$ cat config.mk
export PLATFORM = sky130hd
export DESIGN_NAME = auto_light_level_hysteresis
export DESIGN_NICKNAME = d
export VERILOG_FILES = /design/src/rtl/allh_pkg.sv /design/src/rtl/allh_regs.sv /design/src/rtl/allh_illum.sv /design/src/rtl/allh_level.sv /design/src/rtl/auto_light_level_hysteresis.sv
export SDC_FILE = /design/constraint.sdc
export NUM_CORES = 1
export LEC_CHECK = 0
export BUFFER_PORTS_ARGS = -buffer_cell sky130_fd_sc_hd__buf_2
export CORE_ASPECT_RATIO = 0.5
export CORE_MARGIN = 4
export CORE_UTILIZATION = 51
export CTS_CLUSTER_DIAMETER = 120
export DETAILED_ROUTE_END_ITERATION = 12
export GPL_TIMING_DRIVEN = 0
export PLACE_DENSITY_LB_ADDON = 0.08
export SYNTH_ARGS = -nofsm -noshare
export SYNTH_HDL_FRONTEND = slang
export SYNTH_SLANG_ARGS = --single-unit
$ cat constraint.sdc
create_clock -name clk -period 11.5 [get_ports clk]
set_clock_uncertainty 0.15 [all_clocks]
set_input_delay 1.15 -clock clk [delete_from_list [all_inputs] [get_ports clk]]
set_output_delay 1.15 -clock clk [all_outputs]
set_load 0.03 [all_outputs]
$ cat src/rtl/allh_pkg.sv
// ----------------------------------------------------------------------------
// allh_pkg
// Shared types and constants for the automatic light level controller.
// ----------------------------------------------------------------------------
`timescale 1ns / 1ps

package allh_pkg;

    // illumination transfer constants (q8.8 result)
    localparam int FULL_SCALE   = 8191;
    localparam int LIGHT_GAIN   = 3644;
    localparam int LIGHT_OFFSET = 2560;
    localparam int GAIN_BITS    = 13;
    localparam int GAIN_SHIFT   = 10;

    // register map
    localparam int          PADDR_W   = 4;
    localparam int          PDATA_W   = 32;
    localparam int          THRESH_W  = 7;
    localparam int          HYST_W    = 4;
    localparam logic [1:0]  REG_MIN   = 2'd0;
    localparam logic [1:0]  REG_MID   = 2'd1;
    localparam logic [1:0]  REG_MAX   = 2'd2;
    localparam logic [1:0]  REG_HYST  = 2'd3;

    // reset values of the registers
    localparam logic [THRESH_W-1:0] MIN_RESET  = 7'd20;
    localparam logic [THRESH_W-1:0] MID_RESET  = 7'd45;
    localparam logic [THRESH_W-1:0] MAX_RESET  = 7'd70;
    localparam logic [HYST_W-1:0]   HYST_RESET = 4'd2;

    // brightness levels; lamp command is the bitwise inverse
    typedef enum logic [1:0] {
        LEVEL_NONE = 2'd0,
        LEVEL_MIN  = 2'd1,
        LEVEL_MID  = 2'd2,
        LEVEL_MAX  = 2'd3
    } level_t;

    // configuration seen by the datapath
    typedef struct packed {
        logic [THRESH_W-1:0] min_threshold;
        logic [THRESH_W-1:0] mid_threshold;
        logic [THRESH_W-1:0] max_threshold;
        logic [HYST_W-1:0]   hysteresis;
    } cfg_t;

endpackage

$ cat src/rtl/allh_regs.sv
// ----------------------------------------------------------------------------
// allh_regs
// APB register file holding thresholds and hysteresis.
// ----------------------------------------------------------------------------
`timescale 1ns / 1ps

module allh_regs (
    input  logic                          clk,
    input  logic                          rst_n,
    input  logic                          psel,
    input  logic                          penable,
    input  logic                          pwrite,
    input  logic [allh_pkg::PADDR_W-1:0]  paddr,
    input  logic [allh_pkg::PDATA_W-1:0]  pwdata,
    output logic [allh_pkg::PDATA_W-1:0]  prdata,
    output logic                          pready,
    output allh_pkg::cfg_t                cfg
);
    import allh_pkg::*;

    cfg_t       cfg_reg;
    logic       wr_en;
    logic [1:0] reg_idx;

    assign pready  = 1'b1;
    assign wr_en   = psel && penable && pwrite;
    assign reg_idx = paddr[3:2];

    // register writes
    always_ff @(posedge clk or negedge rst_n) begin
        if (!rst_n) begin
            cfg_reg.min_threshold <= MIN_RESET;
            cfg_reg.mid_threshold <= MID_RESET;
            cfg_reg.max_threshold <= MAX_RESET;
            cfg_reg.hysteresis    <= HYST_RESET;
        end
        else if (wr_en) begin
            case (reg_idx)
                REG_MIN:  cfg_reg.min_threshold <= pwdata[THRESH_W-1:0];
                REG_MID:  cfg_reg.mid_threshold <= pwdata[THRESH_W-1:0];
                REG_MAX:  cfg_reg.max_threshold <= pwdata[THRESH_W-1:0];
                REG_HYST: cfg_reg.hysteresis    <= pwdata[HYST_W-1:0];
                default:  ;
            endcase
        end
    end

    // read back
    always_comb begin
        case (reg_idx)
            REG_MIN:  prdata = PDATA_W'(cfg_reg.min_threshold);
            REG_MID:  prdata = PDATA_W'(cfg_reg.mid_threshold);
            REG_MAX:  prdata = PDATA_W'(cfg_reg.max_threshold);
            REG_HYST: prdata = PDATA_W'(cfg_reg.hysteresis);
            default:  prdata = '0;
        endcase
    end

    assign cfg = cfg_reg;

endmodule

$ cat src/rtl/allh_illum.sv
// ----------------------------------------------------------------------------
// allh_illum
// Sums four sensor samples and maps them to signed q8.8 illumination.
// ----------------------------------------------------------------------------
`timescale 1ns / 1ps

module allh_illum #(
    parameter int SAMPLE_BITS = 12,
    parameter int ILLUM_W     = 18
) (
    input  logic [SAMPLE_BITS-1:0]    sample_a,
    input  logic [SAMPLE_BITS-1:0]    sample_b,
    input  logic [SAMPLE_BITS-1:0]    sample_c,
    input  logic [SAMPLE_BITS-1:0]    sample_d,
    output logic signed [ILLUM_W-1:0] illum
);
    import allh_pkg::*;

    localparam int SUM_W  = SAMPLE_BITS + 2;
    localparam int DIFF_W = (SAMPLE_BITS + 2 > 14) ? SAMPLE_BITS + 2 : 14;
    localparam int PROD_W = DIFF_W + GAIN_BITS;

    logic [SUM_W-1:0]         sum;
    logic [SUM_W-2:0]         half;
    logic signed [DIFF_W-1:0] diff;
    logic signed [PROD_W-1:0] diff_ext;
    logic signed [PROD_W-1:0] gain_ext;
    logic signed [PROD_W-1:0] prod;
    logic signed [PROD_W-1:0] scaled;

    // sum and halve
    assign sum  = SUM_W'(sample_a) + SUM_W'(sample_b) + SUM_W'(sample_c)
                + SUM_W'(sample_d);
    assign half = sum[SUM_W-1:1];

    // distance from full scale, signed
    assign diff = DIFF_W'(FULL_SCALE) - DIFF_W'(half);

    // constant gain, arithmetic shift floors toward minus infinity
    assign diff_ext = {{GAIN_BITS{diff[DIFF_W-1]}}, diff};
    assign gain_ext = PROD_W'(LIGHT_GAIN);
    assign prod     = diff_ext * gain_ext;
    assign scaled   = prod >>> GAIN_SHIFT;

    assign illum = scaled[ILLUM_W-1:0] - ILLUM_W'(LIGHT_OFFSET);

endmodule

$ cat src/rtl/allh_level.sv
// ----------------------------------------------------------------------------
// allh_level
// Hysteresis level tracker with the result register and output handshake.
// ----------------------------------------------------------------------------
`timescale 1ns / 1ps

module allh_level #(
    parameter int ILLUM_W = 18
) (
    input  logic                      clk,
    input  logic                      rst_n,
    input  allh_pkg::cfg_t            cfg,
    input  logic                      item_valid,
    input  logic                      item_auto,
    input  logic signed [ILLUM_W-1:0] illum,
    output logic                      item_take,
    output logic                      out_valid,
    input  logic                      out_stall,
    output logic [1:0]                light_command
);
    import allh_pkg::*;

    level_t                    level_reg;
    level_t                    level_next;
    level_t                    auto_next;
    logic                      out_valid_reg;
    logic [1:0]                cmd_reg;
    logic                      changed;
    logic                      out_free;
    logic signed [ILLUM_W-1:0] t_min;
    logic signed [ILLUM_W-1:0] t_mid;
    logic signed [ILLUM_W-1:0] t_max;
    logic signed [ILLUM_W-1:0] hyst;

    // thresholds scaled to q8.8
    assign t_min = ILLUM_W'({cfg.min_threshold, 8'd0});
    assign t_mid = ILLUM_W'({cfg.mid_threshold, 8'd0});
    assign t_max = ILLUM_W'({cfg.max_threshold, 8'd0});
    assign hyst  = ILLUM_W'({cfg.hysteresis, 8'd0});

    // cascade: step down at once, step up only past threshold plus margin
    always_comb begin
        auto_next = level_reg;
        if (illum > t_max) begin
            if (level_reg != LEVEL_MAX && illum > t_max + hyst)
                auto_next = LEVEL_MAX;
        end
        else if (illum > t_mid) begin
            if (level_reg == LEVEL_MAX)
                auto_next = LEVEL_MID;
            else if (level_reg != LEVEL_MID && illum > t_mid + hyst)
                auto_next = LEVEL_MID;
        end
        else if (illum > t_min) begin
            if (level_reg == LEVEL_MAX || level_reg == LEVEL_MID)
                auto_next = LEVEL_MIN;
            else if (level_reg == LEVEL_NONE && illum > t_min + hyst)
                auto_next = LEVEL_MIN;
        end
        else begin
            auto_next = LEVEL_NONE;
        end
    end

    // manual mode pins the level at max and stays silent
    assign level_next = item_auto ? auto_next : LEVEL_MAX;
    assign changed    = item_auto && (auto_next != level_reg);

    // an item without a result never waits for the output side
    assign out_free  = !out_valid_reg || !out_stall;
    assign item_take = item_valid && (!changed || out_free);

    // level state
    always_ff @(posedge clk or negedge rst_n) begin
        if (!rst_n)
            level_reg <= LEVEL_MAX;
        else if (item_take)
            level_reg <= level_next;
    end

    // result beat valid
    always_ff @(posedge clk or negedge rst_n) begin
        if (!rst_n)
            out_valid_reg <= 1'b0;
        else if (item_take && changed)
            out_valid_reg <= 1'b1;
        else if (!out_stall)
            out_valid_reg <= 1'b0;
    end

    // result beat payload
    always_ff @(posedge clk) begin
        if (item_take && changed)
            cmd_reg <= ~auto_next;
    end

    assign out_valid     = out_valid_reg;
    assign light_command = cmd_reg;

endmodule

$ cat src/rtl/auto_light_level_hysteresis.sv
// ----------------------------------------------------------------------------
// auto_light_level_hysteresis
// A result beat is presented in the cycle after the level tracker takes its beat from the input register.
// Throughput: one input beat per cycle; only a held result beat whose slot is
// needed by a level change stalls the input register.
// Reset: level at max, thresholds 20/45/70, hysteresis 2, no beat pending.
// ----------------------------------------------------------------------------
`timescale 1ns / 1ps

module auto_light_level_hysteresis #(
    parameter int SAMPLE_BITS = 12
) (
    input  logic                          clk,
    input  logic                          rst_n,
    input  logic                          psel,
    input  logic                          penable,
    input  logic                          pwrite,
    input  logic [allh_pkg::PADDR_W-1:0]  paddr,
    input  logic [allh_pkg::PDATA_W-1:0]  pwdata,
    output logic [allh_pkg::PDATA_W-1:0]  prdata,
    output logic                          pready,
    input  logic                          in_valid,
    output logic                          in_stall,
    input  logic [SAMPLE_BITS-1:0]        sample_a,
    input  logic [SAMPLE_BITS-1:0]        sample_b,
    input  logic [SAMPLE_BITS-1:0]        sample_c,
    input  logic [SAMPLE_BITS-1:0]        sample_d,
    input  logic                          auto_enable,
    output logic                          out_valid,
    input  logic                          out_stall,
    output logic [1:0]                    light_command
);
    import allh_pkg::*;

    localparam int DIFF_W  = (SAMPLE_BITS + 2 > 14) ? SAMPLE_BITS + 2 : 14;
    localparam int ILLUM_W = DIFF_W + GAIN_BITS - GAIN_SHIFT + 1;

    cfg_t                      cfg;
    logic                      in_valid_reg;
    logic [SAMPLE_BITS-1:0]    sample_a_reg;
    logic [SAMPLE_BITS-1:0]    sample_b_reg;
    logic [SAMPLE_BITS-1:0]    sample_c_reg;
    logic [SAMPLE_BITS-1:0]    sample_d_reg;
    logic                      auto_reg;
    logic                      item_take;
    logic signed [ILLUM_W-1:0] illum;

    // configuration registers
    allh_regs u_regs (
        .clk     (clk),
        .rst_n   (rst_n),
        .psel    (psel),
        .penable (penable),
        .pwrite  (pwrite),
        .paddr   (paddr),
        .pwdata  (pwdata),
        .prdata  (prdata),
        .pready  (pready),
        .cfg     (cfg)
    );

    // input register stalls only while its beat cannot move on
    assign in_stall = in_valid_reg && !item_take;

    always_ff @(posedge clk or negedge rst_n) begin
        if (!rst_n)
            in_valid_reg <= 1'b0;
        else if (!in_stall)
            in_valid_reg <= in_valid;
    end

    always_ff @(posedge clk) begin
        if (in_valid && !in_stall) begin
            sample_a_reg <= sample_a;
            sample_b_reg <= sample_b;
            sample_c_reg <= sample_c;
            sample_d_reg <= sample_d;
            auto_reg     <= auto_enable;
        end
    end

    // illumination from the registered samples
    allh_illum #(
        .SAMPLE_BITS (SAMPLE_BITS),
        .ILLUM_W     (ILLUM_W)
    ) u_illum (
        .sample_a (sample_a_reg),
        .sample_b (sample_b_reg),
        .sample_c (sample_c_reg),
        .sample_d (sample_d_reg),
        .illum    (illum)
    );

    // level update and result register
    allh_level #(
        .ILLUM_W (ILLUM_W)
    ) u_level (
        .clk           (clk),
        .rst_n         (rst_n),
        .cfg           (cfg),
        .item_valid    (in_valid_reg),
        .item_auto     (auto_reg),
        .illum         (illum),
        .item_take     (item_take),
        .out_valid     (out_valid),
        .out_stall     (out_stall),
        .light_command (light_command)
    );

endmodule

**Word-level counts from Yosys, hierarchy flattened**

Index checks and enable logic that the tools add are counted.

- Bits of input ports: 92
- Logic and storage cells: 74
- Flip-flop bits (word level): 80

- Reductions and logical operators: 24
- Order comparisons: 6
- $mul: 1
- Muxes and demuxes: 12
- Equal/unequal tests: 9
- $add $sub $neg: 8
- Bitwise gates (word level): 1

Operator list:

| operator | count |
|---|---|
| one-hot mux 32 bit (4 select lines) | 1 |
| greater-than comparator 18 x 16 -> 1 bit | 3 |
| greater-than comparator 18 bit | 3 |
| adder 15 x 12 -> 16 bit | 3 |
| adder 14 x 12 -> 14 bit | 2 |
| multiplier 14 x 11 -> 25 bit, second input constant | 1 |
| two-way mux 2 bit | 9 |
| subtractor 17 x 13 -> 18 bit, second input constant | 1 |
| subtractor 13 x 13 -> 14 bit, first input constant | 1 |
| adder 12 x 12 -> 13 bit | 1 |
| logical AND 1 bit | 10 |
| equality test 2 bit, second input constant | 4 |
| AND reduction 2 bit | 4 |
| logical NOT 1 bit | 5 |
| logical NOT 2 bit | 2 |
| inequality test 2 bit, second input constant | 2 |
| logical OR 1 bit | 3 |
| equality test 2 x 1 -> 1 bit, second input constant | 1 |
| two-way mux 1 bit | 2 |
| inequality test 2 x 1 -> 1 bit, second input constant | 1 |
| inequality test 2 bit | 1 |
| inverter 2 bit | 1 |

**Logic depth before layout (Yosys ltp)**

Gate-level depths: netlist (run 1).

- Depth in word-level cells: 22
- Depth in mapped cells: 54

**Cells and area by module**

From an unflattened synthesis (run 1), not the netlist that was laid out.

- Cells, all modules: 876
- Area, all modules: 9095.0 um^2

By module, submodules not included:

| module | cells each | seq. area each (um^2) | times used | area each (um^2) |
|---|---|---|---|---|
| allh_illum | 481 | 0.0 | 1 | 4180.3 |
| allh_level | 241 | 137.6 | 1 | 2024.4 |
| auto_light_level_hysteresis | 54 | 1496.4 | 1 | 1529.0 |
| allh_regs | 100 | 638.1 | 1 | 1361.3 |

**Worst setup path after synthesis (run 1)**

OpenSTA, ideal clock, no wires.

- Kind: register to output
- Start: register sample_a_reg[0]
- End: output port in_stall
- Setup slack: -936 ps
- Arrival: 11136 ps
- Stages on the path, launching flop included: 51
- Cells stage by stage: edfxtp_1 > ha_1 > inv_1 > fa_1 > inv_1 > a21oi_1 > o21ai_0 > a21oi_1 > o21ai_0 > xnor2_1 > fa_1 > inv_1 > ha_1 > inv_1 > o21bai_1 > a21oi_1 > o21bai_1 > a21oi_1 > (+15 left out) > o211ai_2 > ha_1 > nor2b_1 > mux2i_1 > nand2_1 > xnor2_1 > ha_1 > and4_1 > a221o_1 > a21oi_1 > and2_1 > nor2_1 > mux2i_1 > a2111oi_4 > mux2i_1 > o31a_1 > and2_4 > nor3_1

- Word-level cells in the longest chain between the ends: 20
- Elaborated cells on any way between the ends: 30
- Classes of those cells: 5 x add/sub; 1 x mul; 6 x order compare; 1 x eq/ne; 8 x mux; 9 x reduce/logical

Ends and longest elaborated chain:

| item | RTL line | text |
|---|---|---|
| from (decl) | auto_light_level_hysteresis.sv:40 | `logic [SAMPLE_BITS-1:0] sample_a_reg;` |
| from (signal assigned) | auto_light_level_hysteresis.sv:74 | `sample_a_reg <= sample_a;` |
| adder 12 x 12 -> 13 bit (*) | allh_illum.sv:32 | `assign sum = SUM_W'(sample_a) + SUM_W'(sample_b) + SUM_W'(sample_c)` |
| adder 14 x 12 -> 14 bit (*) | allh_illum.sv:32 |  |
| adder 14 x 12 -> 14 bit (*) | allh_illum.sv:33 | `+ SUM_W'(sample_d);` |
| subtractor 13 x 13 -> 14 bit (*) | allh_illum.sv:37 | `assign diff = DIFF_W'(FULL_SCALE) - DIFF_W'(half);` |
| multiplier 14 x 11 -> 25 bit (*) | allh_illum.sv:42 | `assign prod = diff_ext * gain_ext;` |
| subtractor 17 x 13 -> 18 bit (*) | allh_illum.sv:45 | `assign illum = scaled[ILLUM_W-1:0] - ILLUM_W'(LIGHT_OFFSET);` |
| greater-than comparator 18 bit | allh_level.sv:57 | `else if (level_reg == LEVEL_NONE && illum > t_min + hyst)` |
| logical AND 1 bit | allh_level.sv:57 |  |
| (+4 left out) | n/a |  |
| two-way mux 2 bit (*) | allh_level.sv:44 | `if (illum > t_max) begin` |
| inequality test 2 bit (*) | allh_level.sv:67 | `assign changed = item_auto && (auto_next != level_reg);` |
| logical AND 1 bit (*) | allh_level.sv:67 |  |
| logical NOT 1 bit (*) | allh_level.sv:71 | `assign item_take = item_valid && (!changed \|\| out_free);` |
| logical OR 1 bit (*) | allh_level.sv:71 |  |
| logical AND 1 bit (*) | allh_level.sv:71 |  |
| logical NOT 1 bit (*) | auto_light_level_hysteresis.sv:63 | `assign in_stall = in_valid_reg && !item_take;` |
| logical AND 1 bit (*) | auto_light_level_hysteresis.sv:63 |  |
| to (decl) | auto_light_level_hysteresis.sv:23 | `output logic in_stall,` |

Mark *: on every way between the ends. The rest lies on a longest branch, timed or not.

**Worst setup path after layout (run 1)**

Ends and elaborated chain as after synthesis.

==> out/qor.csv, run 1 <==
stage;metric;value;unit
yosys;seq_area_frac_synth;23.78;%
routing;first_pass_iters;6;
floorplanning;row_count;35;
yosys;synth_most_common_cell;inv_1;
yosys;yosysTopAreaCellShare;20.43;%
clock_network;postCtsHoldBufs;0;
grt;grt-ovfl-total;0;
cells_and_area;fillerInstances;1469;
clock_network;cts_buffers;9;
outcome;status;complete, but fails checks;
job;maxCapViolCount;0;
worst_setup_path;slowest_stage;fa_1;
timing;setup_ws;-0.3772;ns
floorplanning;ios;129;
grt;grt_max_degree;50;
floorplanning;die_area;0.02112;sq mm
grt;grt_pass1_vias;7817;
timing;worst_pin_slew;1.165;ns
timing;post-route-min-period;11.88;ns
yosys;synth_cell_types;86;
routing;wire_per_inst;15.84;um
yosys;async_reset_ff_share;36.25;%
cells_and_area;design_area;0.01218;sq mm
clock_network;ctsHtreeMaxLevel;3;
floorplanning;die_y;104.8;um
placement;io_buffers;75;
cells_and_area;diodes;0;
routing;drc;0;
cells_and_area;multi_input_area;0.007413;sq mm
timing;setup_violations;50;
routing;wirelength;22350;um
cells_and_area;post-route-util;66.22;%
grt;antenna_found_initial;0;
routing;antenna_left;0;
clock_network;clock_latency;0.36;ns
yosys;synthFlopType;edfxtp_1;
yosys;synth_edf_count;51;
worst_setup_path;critical_path.max_stage_delay;0.57;ns
floorplanning;die_x;201.6;um
yosys;syn_area;0.009555;sq mm
floorplanning;start_util;51.95;%
placement;dpl-instance-area;0.01046;sq mm
routing;drt_iter0_drc;292;
yosys;synth_common_cells;192 x inv_1, 156 x ha_1, 58 x fa_1;
floorplanning;core;0.01839;sq mm
yosys;synth-warning-count;0;
timing;relSlewSlack;22.36;%
timing;final_hold_viol_count;0;
outcome;violations;negative setup slack;
routing;viasPerCell;5.294;
clock_network;cts.clk_slew.worst_paths;0.07;ns
placement;place_congestion;0.9108;
yosys;synth_seq_cells;80;
worst_setup_path;cp-end-kind;primary output;
cells_and_area;fin_nets;1472;
worst_setup_path;arrival;10.58;ns
grt;grt_usage;21.46;%
placement;hpwl;17050;um
timing;period_share;103.3;%
clock_network;cts-root-buf;clkbuf_16;
yosys;syn_inst;986;
routing;vias;7470;
cells_and_area;register_area;0.002272;sq mm
timing;rsz0062_at_grt;yes;
yosys;syn_area_per_cell;9.691;sq um
grt;grt_pass1_wl;37140;um
worst_setup_path;critPathRequiredTime;10.20;ns
worst_setup_path;worstSetupStartpointType;flip-flop;
yosys;synth_area_leaders;ha_1 20%, edfxtp_1 16%, fa_1 12%, inv_1 7.5%, dfrtp_1 4.5%;
cells_and_area;largest_reg_flops;25;
worst_setup_path;crit_type;flip-flop to primary output;
clock_network;cts.sinks;80;
hold_path;hold_class;flip-flop to flip-flop;
cells_and_area;drive_gt1_share;33.13;%
clock_network;cts_buffer_depth;2;
clock_network;cts_tree;built;
yosys;synth_top_area_cell;ha_1;
timing;max_freq;84.20;MHz
cells_and_area;area_growth;27.47;%
worst_setup_path;critPathMaxFanout;6;
timing;finalMaxSlewViolations;0;
## worst max-delay path: cells and delay by family, from the launching register on
kind / cells / cell delay [ns]
adder cells (fa/ha/maj): 11 / 3.64
AO/OA/AOI/OAI: 16 / 2.65
AND/OR/NAND/NOR: 10 / 1.82
buffers and inverters: 12 / 1.02
XOR/XNOR: 2 / 0.39
flip-flops: 1 / 0.38
multiplexers: 2 / 0.31
## cell families (layout without fill, tap and decap cells)
group	count (synthesis)	in the layout	share of synthesized area, %
flip-flops	80	80	23.78
buffers and inverters	231	392	10.21
other	2	26	0.07859
XOR/XNOR	55	55	5.041
AND/OR/NAND/NOR	166	166	9.520
adder cells (fa/ha/maj)	214	214	32.58
multiplexers	29	29	3.771
AO/OA/AOI/OAI	209	209	15.02
## placed cells by master, fill, tap and decap left out, types with 15 or more instances in the layout
master / Yosys / routed
nor2_1: 28 / 25
nand2_1: 49 / 41
dfrtp_1: 17 / 17
inv_2: 0 / 25
ha_1: 156 / 128
edfxtp_1: 51 / 51
a21o_1: 22 / 22
xnor2_1: 45 / 33
o21ai_0: 48 / 40
a21oi_2: 2 / 15
inv_1: 192 / 166
ha_4: 0 / 27
fa_1: 58 / 56
buf_2: 6 / 80
buf_4: 27 / 90
a21oi_1: 56 / 34
conb_1: 2 / 26
mux2_2: 16 / 16
## final cells by class
cell class | count | share of cell area [%]
buffer | 39 | 2.126
clock buffer | 9 | 1.849
clock inverter | 7 | 0.4314
inverter | 192 | 5.978
multi-input combinational | 699 | 60.86
sequential | 80 | 18.65
tap | 240 | 2.465
timing repair buffer | 145 | 7.632
## worst paths after layout
kind | from | endpoint | slack [ns] | cells after the start
min in group asynchronous | rst_n | u_regs.cfg[0] | 0.69 | 1
setup / recovery | sample_a_reg[0] | in_stall | -0.38 | 53
hold / removal | u_regs.cfg[20] | u_regs.cfg[20] | 0.42 | 2
max in group asynchronous | rst_n | u_level.out_valid | 10.06 | 1
setup reg to reg | sample_a_reg[0] | sample_b_reg[9] | -0.07 | 55
hold reg to reg | u_regs.cfg[20] | u_regs.cfg[20] | 0.42 | 2
## metal layers
metal | track usage (%) | up-vias | wire, um
met1 | 26.63 | 3578 | 9998
met5 | 0 | - | 0
li1 | - | 3704 | -
met4 | 5.799 | 0 | 506
met2 | 38.42 | 143 | 11070
met3 | 4.248 | 45 | 768
## per-stage QoR
step                      hold WS [ns]  setup slack, ns  TNS (ns)  std cells
after floorplan                 0.3465         0.001966         0       1010
after global placement          0.3943           -1.144    -49.13       1325
after detailed placement        0.4084           -1.358    -63.39       1325
after CTS                       0.4176          -0.2843   -0.7575       1400
after global routing            0.4654          -0.8234    -33.31       1411
final                           0.4212          -0.3772    -3.342       1411
## timing repair
item / CTS / global route
endpoints found under the setup margin: 56 / 50
gates cloned: 0 / 0
setup buffers: 59 / 12
gates resized for setup: 120 / 51
endpoints found under the hold margin: 0 / 0
pin swaps: 97 / 67
Power of run 1 is not shown: default switching activity piles up to over one toggle a cycle in this logic, so the estimate is an artifact.
==> run 2: changes to the inputs <==
--- a/config.mk
+++ b/config.mk
@@ -11,7 +11,6 @@
 export CORE_UTILIZATION = 51
 export CTS_CLUSTER_DIAMETER = 120
 export DETAILED_ROUTE_END_ITERATION = 12
-export GPL_TIMING_DRIVEN = 0
 export PLACE_DENSITY_LB_ADDON = 0.08
 export SYNTH_ARGS = -nofsm -noshare
 export SYNTH_HDL_FRONTEND = slang
==> constraint.sdc (replaced) <==
create_clock -name clk -period 9.75 [get_ports clk]
set_clock_uncertainty 0.15 [all_clocks]
set_input_delay 0.975 -clock clk [delete_from_list [all_inputs] [get_ports clk]]
set_output_delay 0.975 -clock clk [all_outputs]
set_load 0.03 [all_outputs]
==> run 2 against run 1 <==
  * The flow still finishes with violations (negative setup slack)
  * Hold slack got worse by 0.021 ns
  * Design area is 7.3% higher
  * Worst setup slack got worse by 1.5 ns
  * Core utilization rose by 4.8 points
  * Routed wire length rose by 6.9%
  * Flip-flop and latch count unchanged
  * Die area stayed put
  * Critical endpoint unchanged
  * Highest routed layer unchanged
==> out/qor.csv, run 2 (synthesis results as in run 1) <==
stage;metric;value;unit;change
outcome;status;complete, but fails checks;;
outcome;violations;negative setup slack;;
timing;max_freq;86.13;MHz;
clock_network;cts.clk_slew.worst_paths;0.07;ns;about the same
timing;period_share;119.1;%;
grt;gr-max-usage-layer;met2;;
worst_setup_path;arrival;10.49;ns;-0.09 ns
worst_setup_path;critical_path.max_stage_delay;0.56;ns;about the same
grt;grt_usage;21.89;%;+0.43 points
clock_network;clock_latency;0.35;ns;about the same
timing;tns;-96.39;ns;-93.05 ns
worst_setup_path;crit_type;flip-flop to primary output;;
clock_network;cts-root-buf;clkbuf_16;;
clock_network;cts_buffer_depth;2;;unchanged
timing;setup_violations;58;;+16%
floorplanning;die_area;0.02112;sq mm;unchanged
cells_and_area;register_area;0.002272;sq mm;unchanged
timing;final_hold_viol_count;0;;unchanged
worst_setup_path;slowest_stage;fa_2;;
floorplanning;die_x;201.6;um;unchanged
placement;place_congestion;0.9354;;+2.7%
timing;rsz0062_at_grt;yes;;
floorplanning;row_count;35;;unchanged
timing;post-route-min-period;11.61;ns;
grt;grtUsageMet3;3.876;%;-0.37 points
grt;gr-usage-met2;38.56;%;+0.14 points
timing;timing.hold.ws;0.3999;ns;-0.02130 ns
worst_setup_path;critPathRequiredTime;8.63;ns;-1.57 ns
worst_setup_path;cpMostUsedCell;inv_2;;
cells_and_area;layout_common_cells;212 x buf_4, 168 x inv_1, 127 x ha_1;;
timing;relSlewSlack;53.49;%;+31 points
cells_and_area;fillerInstances;1360;;-7.4%
floorplanning;core;0.01839;sq mm;unchanged
placement;dpl-instance-area;0.01187;sq mm;+14%
routing;drt_iter0_drc;310;;+6.2%
routing;vias;7986;;+6.9%
cells_and_area;fin_nets;1594;;+8.3%
job;maxCapViolCount;0;;unchanged
clock_network;cts.sinks;80;;unchanged
placement;hpwl;18840;um;+10%
grt;antenna_found_initial;0;;unchanged
routing;viasPerCell;5.209;;-1.6%
cells_and_area;largest_reg_flops;25;;unchanged
worst_setup_path;critPathMaxFanout;5;;-1
hold_path;hold_class;flip-flop to flip-flop;;
placement;dp_slack;-1.622;ns;-0.2642 ns
floorplanning;die_y;104.8;um;unchanged
timing;worst_pin_slew;0.6976;ns;-0.4670 ns
cells_and_area;area_growth;36.72;%;
grt;grt_pass1_vias;8299;;+6.2%
grt;grt_max_degree;50;;unchanged
worst_setup_path;cp-end-kind;primary output;;
floorplanning;ios;129;;unchanged
placement;io_buffers;75;;unchanged
floorplanning;start_util;51.95;%;unchanged
cells_and_area;final_common_cell;buf_4;;
clock_network;cts_tree;built;;
timing;setup_ws;-1.860;ns;-1.483 ns
routing;wirelength;23890;um;+6.9%
clock_network;ctsHtreeMaxLevel;3;;unchanged
routing;drc;0;;unchanged
clock_network;cts_buffers;9;;unchanged
worst_setup_path;worstSetupStartpointType;flip-flop;;
grt;grt_pass1_wl;38290;um;+3.1%
grt;use_met1;27.46;%;+0.82 points
cells_and_area;drive_gt1_share;39.75;%;+6.6 points
routing;wire_per_inst;15.58;um;-1.6%
grt;grt-ovfl-total;0;;unchanged
routing;antenna_left;0;;unchanged
timing;finalMaxSlewViolations;0;;unchanged
routing;first_pass_iters;4;;-2
cells_and_area;multi_input_area;0.007219;sq mm;-2.6%
cells_and_area;diodes;0;;unchanged
cells_and_area;design_area;0.01306;sq mm;+7.3%
-- run 2: changes by cell type in the layout (fill, tap and decap cells not counted), moves of 5 or more --
cell,change
buf_4,+122
buf_2,-6
nand2_1,+5
xnor2_4,-8
clkbuf_1,-5
a21oi_2,+8
xnor2_2,+7
-- run 2: timing repair --
item                                    in CTS  in global routing
resized for setup                           48                 56
setup buffers                               18                 19
pin swaps                                   57                 63
hold buffers                                 0                  0
gates cloned                                 0                  7
endpoints found under the setup margin      58                 58
-- run 2: final timing paths --
kind	from	end	slack, ns	cells past startpoint
setup / recovery	sample_b_reg[0]	in_stall	-1.86	56
hold / removal	u_regs.cfg[20]	u_regs.cfg[20]	0.40	2
setup reg to reg	sample_b_reg[0]	sample_b_reg[2]	-1.79	63
hold reg to reg	u_regs.cfg[20]	u_regs.cfg[20]	0.40	2
max in group asynchronous	rst_n	u_regs.cfg[8]	8.47	1
min in group asynchronous	rst_n	u_regs.cfg[3]	0.51	1
-- run 2: cell type report --
| cell class | instances | area share [%] |
|---|---|---|
| sequential | 80 | 17.39 |
| inverter | 192 | 5.517 |
| timing repair buffer | 306 | 17.39 |
| clock inverter | 7 | 0.4118 |
| tap | 240 | 2.299 |
| clock buffer | 9 | 1.724 |
| multi-input combinational | 699 | 55.26 |
-- run 2: worst max-delay path: cells and delay by family, from the launching register on --
family	cells	cell delay [ns]
AOI/OAI and AO/OA	14	2.18
xor gates and xnor gates	3	0.39
adders and majority gates	12	4.22
buffers and inverters	13	1.00
DFF	1	0.34
muxes	3	0.51
and+or+nand+nor	11	1.49
-- run 2: metal layers --
metal / up-vias / routed length (um)
met5: - / 0
met4: 0 / 734
met3: 55 / 807
met2: 157 / 11930
met1: 3821 / 10420
li1: 3953 / -
-- run 2: through the flow --
| stage | utilization (%) | cells |
|---|---|---|
| finish | 71.03 | 1533 |
| global route | 71.03 | 1533 |
| CTS | 68.16 | 1508 |
| detailed placement | 64.54 | 1475 |
| global placement | 64.54 | 1475 |
| floorplan | - | 1010 |
Power of run 2 is left out for the same reason.
==> run 3: changes to the inputs <==
--- a/config.mk
+++ b/config.mk
@@ -7,11 +7,11 @@
 export LEC_CHECK = 0
 export BUFFER_PORTS_ARGS = -buffer_cell sky130_fd_sc_hd__buf_2
 export CORE_ASPECT_RATIO = 0.5
-export CORE_MARGIN = 4
-export CORE_UTILIZATION = 51
+export CORE_UTILIZATION = 45
 export CTS_CLUSTER_DIAMETER = 120
 export DETAILED_ROUTE_END_ITERATION = 12
 export PLACE_DENSITY_LB_ADDON = 0.08
+export SETUP_SLACK_MARGIN = 0.4
 export SYNTH_ARGS = -nofsm -noshare
 export SYNTH_HDL_FRONTEND = slang
 export SYNTH_SLANG_ARGS = --single-unit
==> run 3 against run 2 <==
  * The run still ends with negative setup slack left
  * Routed wire length down 2.1%
  * Worst setup slack better by 0.31 ns
  * Die area up 3.5%
  * Hold slack worse by 0.0020 ns
  * Critical path type unchanged
  * Largest cell class unchanged
==> out/qor.csv, run 3 (synthesis results as in run 1) <==
stage;metric;value;unit;change
outcome;status;complete, but fails checks;;
outcome;violations;negative setup slack;;
cells_and_area;register_area;0.002272;sq mm;unchanged
floorplanning;die_x;208.1;um;+3.2%
routing;first_pass_iters;4;;unchanged
floorplanning;die_y;105.0;um;+0.24%
worst_setup_path;arrival;10.17;ns;-0.32 ns
floorplanning;start_util;46.18;%;-5.8 points
cells_and_area;layout_common_cells;203 x buf_4, 166 x inv_1, 130 x ha_1;;
grt;grt_pass1_wl;38810;um;+1.4%
routing;wire_per_inst;15.06;um;-3.3%
clock_network;cts_buffers;9;;unchanged
routing;vias;7729;;-3.2%
clock_network;cts.clk_slew.worst_paths;0.06;ns;about the same
cells_and_area;final_common_cell;buf_4;;
floorplanning;row_count;37;;+5.7%
timing;setup_violations;58;;unchanged
cells_and_area;diodes;0;;unchanged
floorplanning;ios;129;;unchanged
worst_setup_path;cp-end-kind;primary output;;
cells_and_area;multi_input_area;0.007139;sq mm;-1.1%
clock_network;cts-root-buf;clkbuf_16;;
timing;relSlewSlack;53.06;%;-0.44 points
timing;timing.hold.ws;0.3978;ns;-0.002020 ns
worst_setup_path;critPathMaxFanout;5;;unchanged
cells_and_area;fin_nets;1582;;-0.75%
clock_network;cts_buffer_depth;2;;unchanged
placement;dp_slack;-1.564;ns;+0.05817 ns
job;maxCapViolCount;0;;unchanged
clock_network;cts_tree;built;;
placement;hpwl;19020;um;+0.97%
clock_network;clock_latency;0.37;ns;+0.02 ns
routing;viasPerCell;4.977;;-4.5%
routing;antenna_left;0;;unchanged
cells_and_area;area_growth;36.24;%;
clock_network;cts.sinks;80;;unchanged
placement;io_buffers;75;;unchanged
hold_path;hold_class;flip-flop to flip-flop;;
worst_setup_path;worstSetupStartpointType;flip-flop;;
grt;antenna_found_initial;0;;unchanged
grt;grt_usage;22.62;%;+0.73 points
routing;drt_iter0_drc;240;;-23%
cells_and_area;design_area;0.01302;sq mm;-0.35%
cells_and_area;largest_reg_flops;25;;unchanged
grt;grt_pass1_vias;8296;;-0.036%
timing;finalMaxSlewViolations;0;;unchanged
cells_and_area;layoutNonFillerInstCount;1553;;+1.3%
timing;rsz0062_at_grt;yes;;
worst_setup_path;critPathRequiredTime;8.63;ns;about the same
cells_and_area;drive_gt1_share;38.20;%;-1.5 points
placement;place_congestion;0.8763;;-6.3%
timing;max_freq;88.52;MHz;+2.8%
grt;grt_max_degree;30;;-40%
placement;dpl-instance-area;0.01189;sq mm;+0.14%
floorplanning;core;0.02069;sq mm;+13%
worst_setup_path;critical_path.max_stage_delay;0.54;ns;-0.02 ns
timing;setup_ws;-1.547;ns;+0.3130 ns
clock_network;ctsHtreeMaxLevel;3;;unchanged
routing;wirelength;23390;um;-2.1%
cells_and_area;fillerInstances;1684;;+24%
worst_setup_path;slowest_stage;fa_1;;
timing;post-route-min-period;11.30;ns;-0.3130 ns
placement;placedCellCount;1505;;+2.0%
grt;grt-ovfl-total;0;;unchanged
routing;drc;0;;unchanged
timing;final_hold_viol_count;0;;unchanged
timing;worst_pin_slew;0.7042;ns;+0.006573 ns
worst_setup_path;crit_type;flip-flop to primary output;;
floorplanning;die_area;0.02186;sq mm;+3.5%
timing;period_share;115.9;%;-3.2 points
-- run 3: cell count changes in the layout (fill, tap and decap cells not counted), moves of 4 or more --
cell and change:
nor2_2 -4, a21oi_1 +4, buf_6 -6, nor2_1 +4, a21oi_2 -4, buf_16 +4, buf_4 -9
-- run 3: timing repair --
item                       in CTS  in global routing
pin swaps                      57                 27
gates resized for setup        55                 29
setup endpoints to repair      58                 58
setup buffers                  15                 11
cloned                          4                  3
hold buffers                    0                  0
-- run 3: metrics by stage --
stage | util, % | TNS [ns]
floorplan | - | -59.90
global placement | 57.45 | -57.58
detailed placement | 57.45 | -68.09
CTS | 61.53 | -51.16
global route | 62.91 | -80.91
finish | 62.91 | -54.17
-- run 3: layout make-up --
class	count	share of cell area [%]
multi-input cells	699	54.84
well taps	273	2.624
clock inverters	6	0.7112
clock buffers	9	1.730
repair buffers	294	17.11
flip-flops and latches	80	17.45
inverters	192	5.536
-- run 3: per-layer routing --
layer / GRT usage [%] / part of all wire [%] / wire length [um] / up-vias
met2: 40.84 / 50 / 11760 / 121
met5: 0 / 0 / 0 / -
li1: - / - / - / 3930
met4: 7.989 / 2.3 / 540 / 0
met3: 4.388 / 2.7 / 632 / 40
met1: 26.85 / 45 / 10460 / 3638
-- run 3: final timing paths --
path	start	endpoint	slack [ns]	cells past startpoint
setup / recovery	sample_a_reg[1]	in_stall	-1.55	48
min in group asynchronous	rst_n	u_regs.cfg[9]	0.50	1
hold reg to reg	u_regs.cfg[20]	u_regs.cfg[20]	0.40	2
setup reg to reg	sample_a_reg[1]	sample_d_reg[1]	-1.06	50
max in group asynchronous	rst_n	u_regs.cfg[12]	8.49	1
hold / removal	u_regs.cfg[20]	u_regs.cfg[20]	0.40	2
-- run 3: critical path, delay by kind of cell (launching register included) --
family / cells / cell delay (ns)
adder cells (fa/ha/maj): 11 / 3.96
AO/OA/AOI/OAI: 17 / 2.81
AND/OR/NAND/NOR: 7 / 1.15
XOR/XNOR: 3 / 0.61
buffers and inverters: 8 / 0.54
flip-flops: 1 / 0.37
multiplexers: 2 / 0.37
Power of run 3 is left out for the same reason.
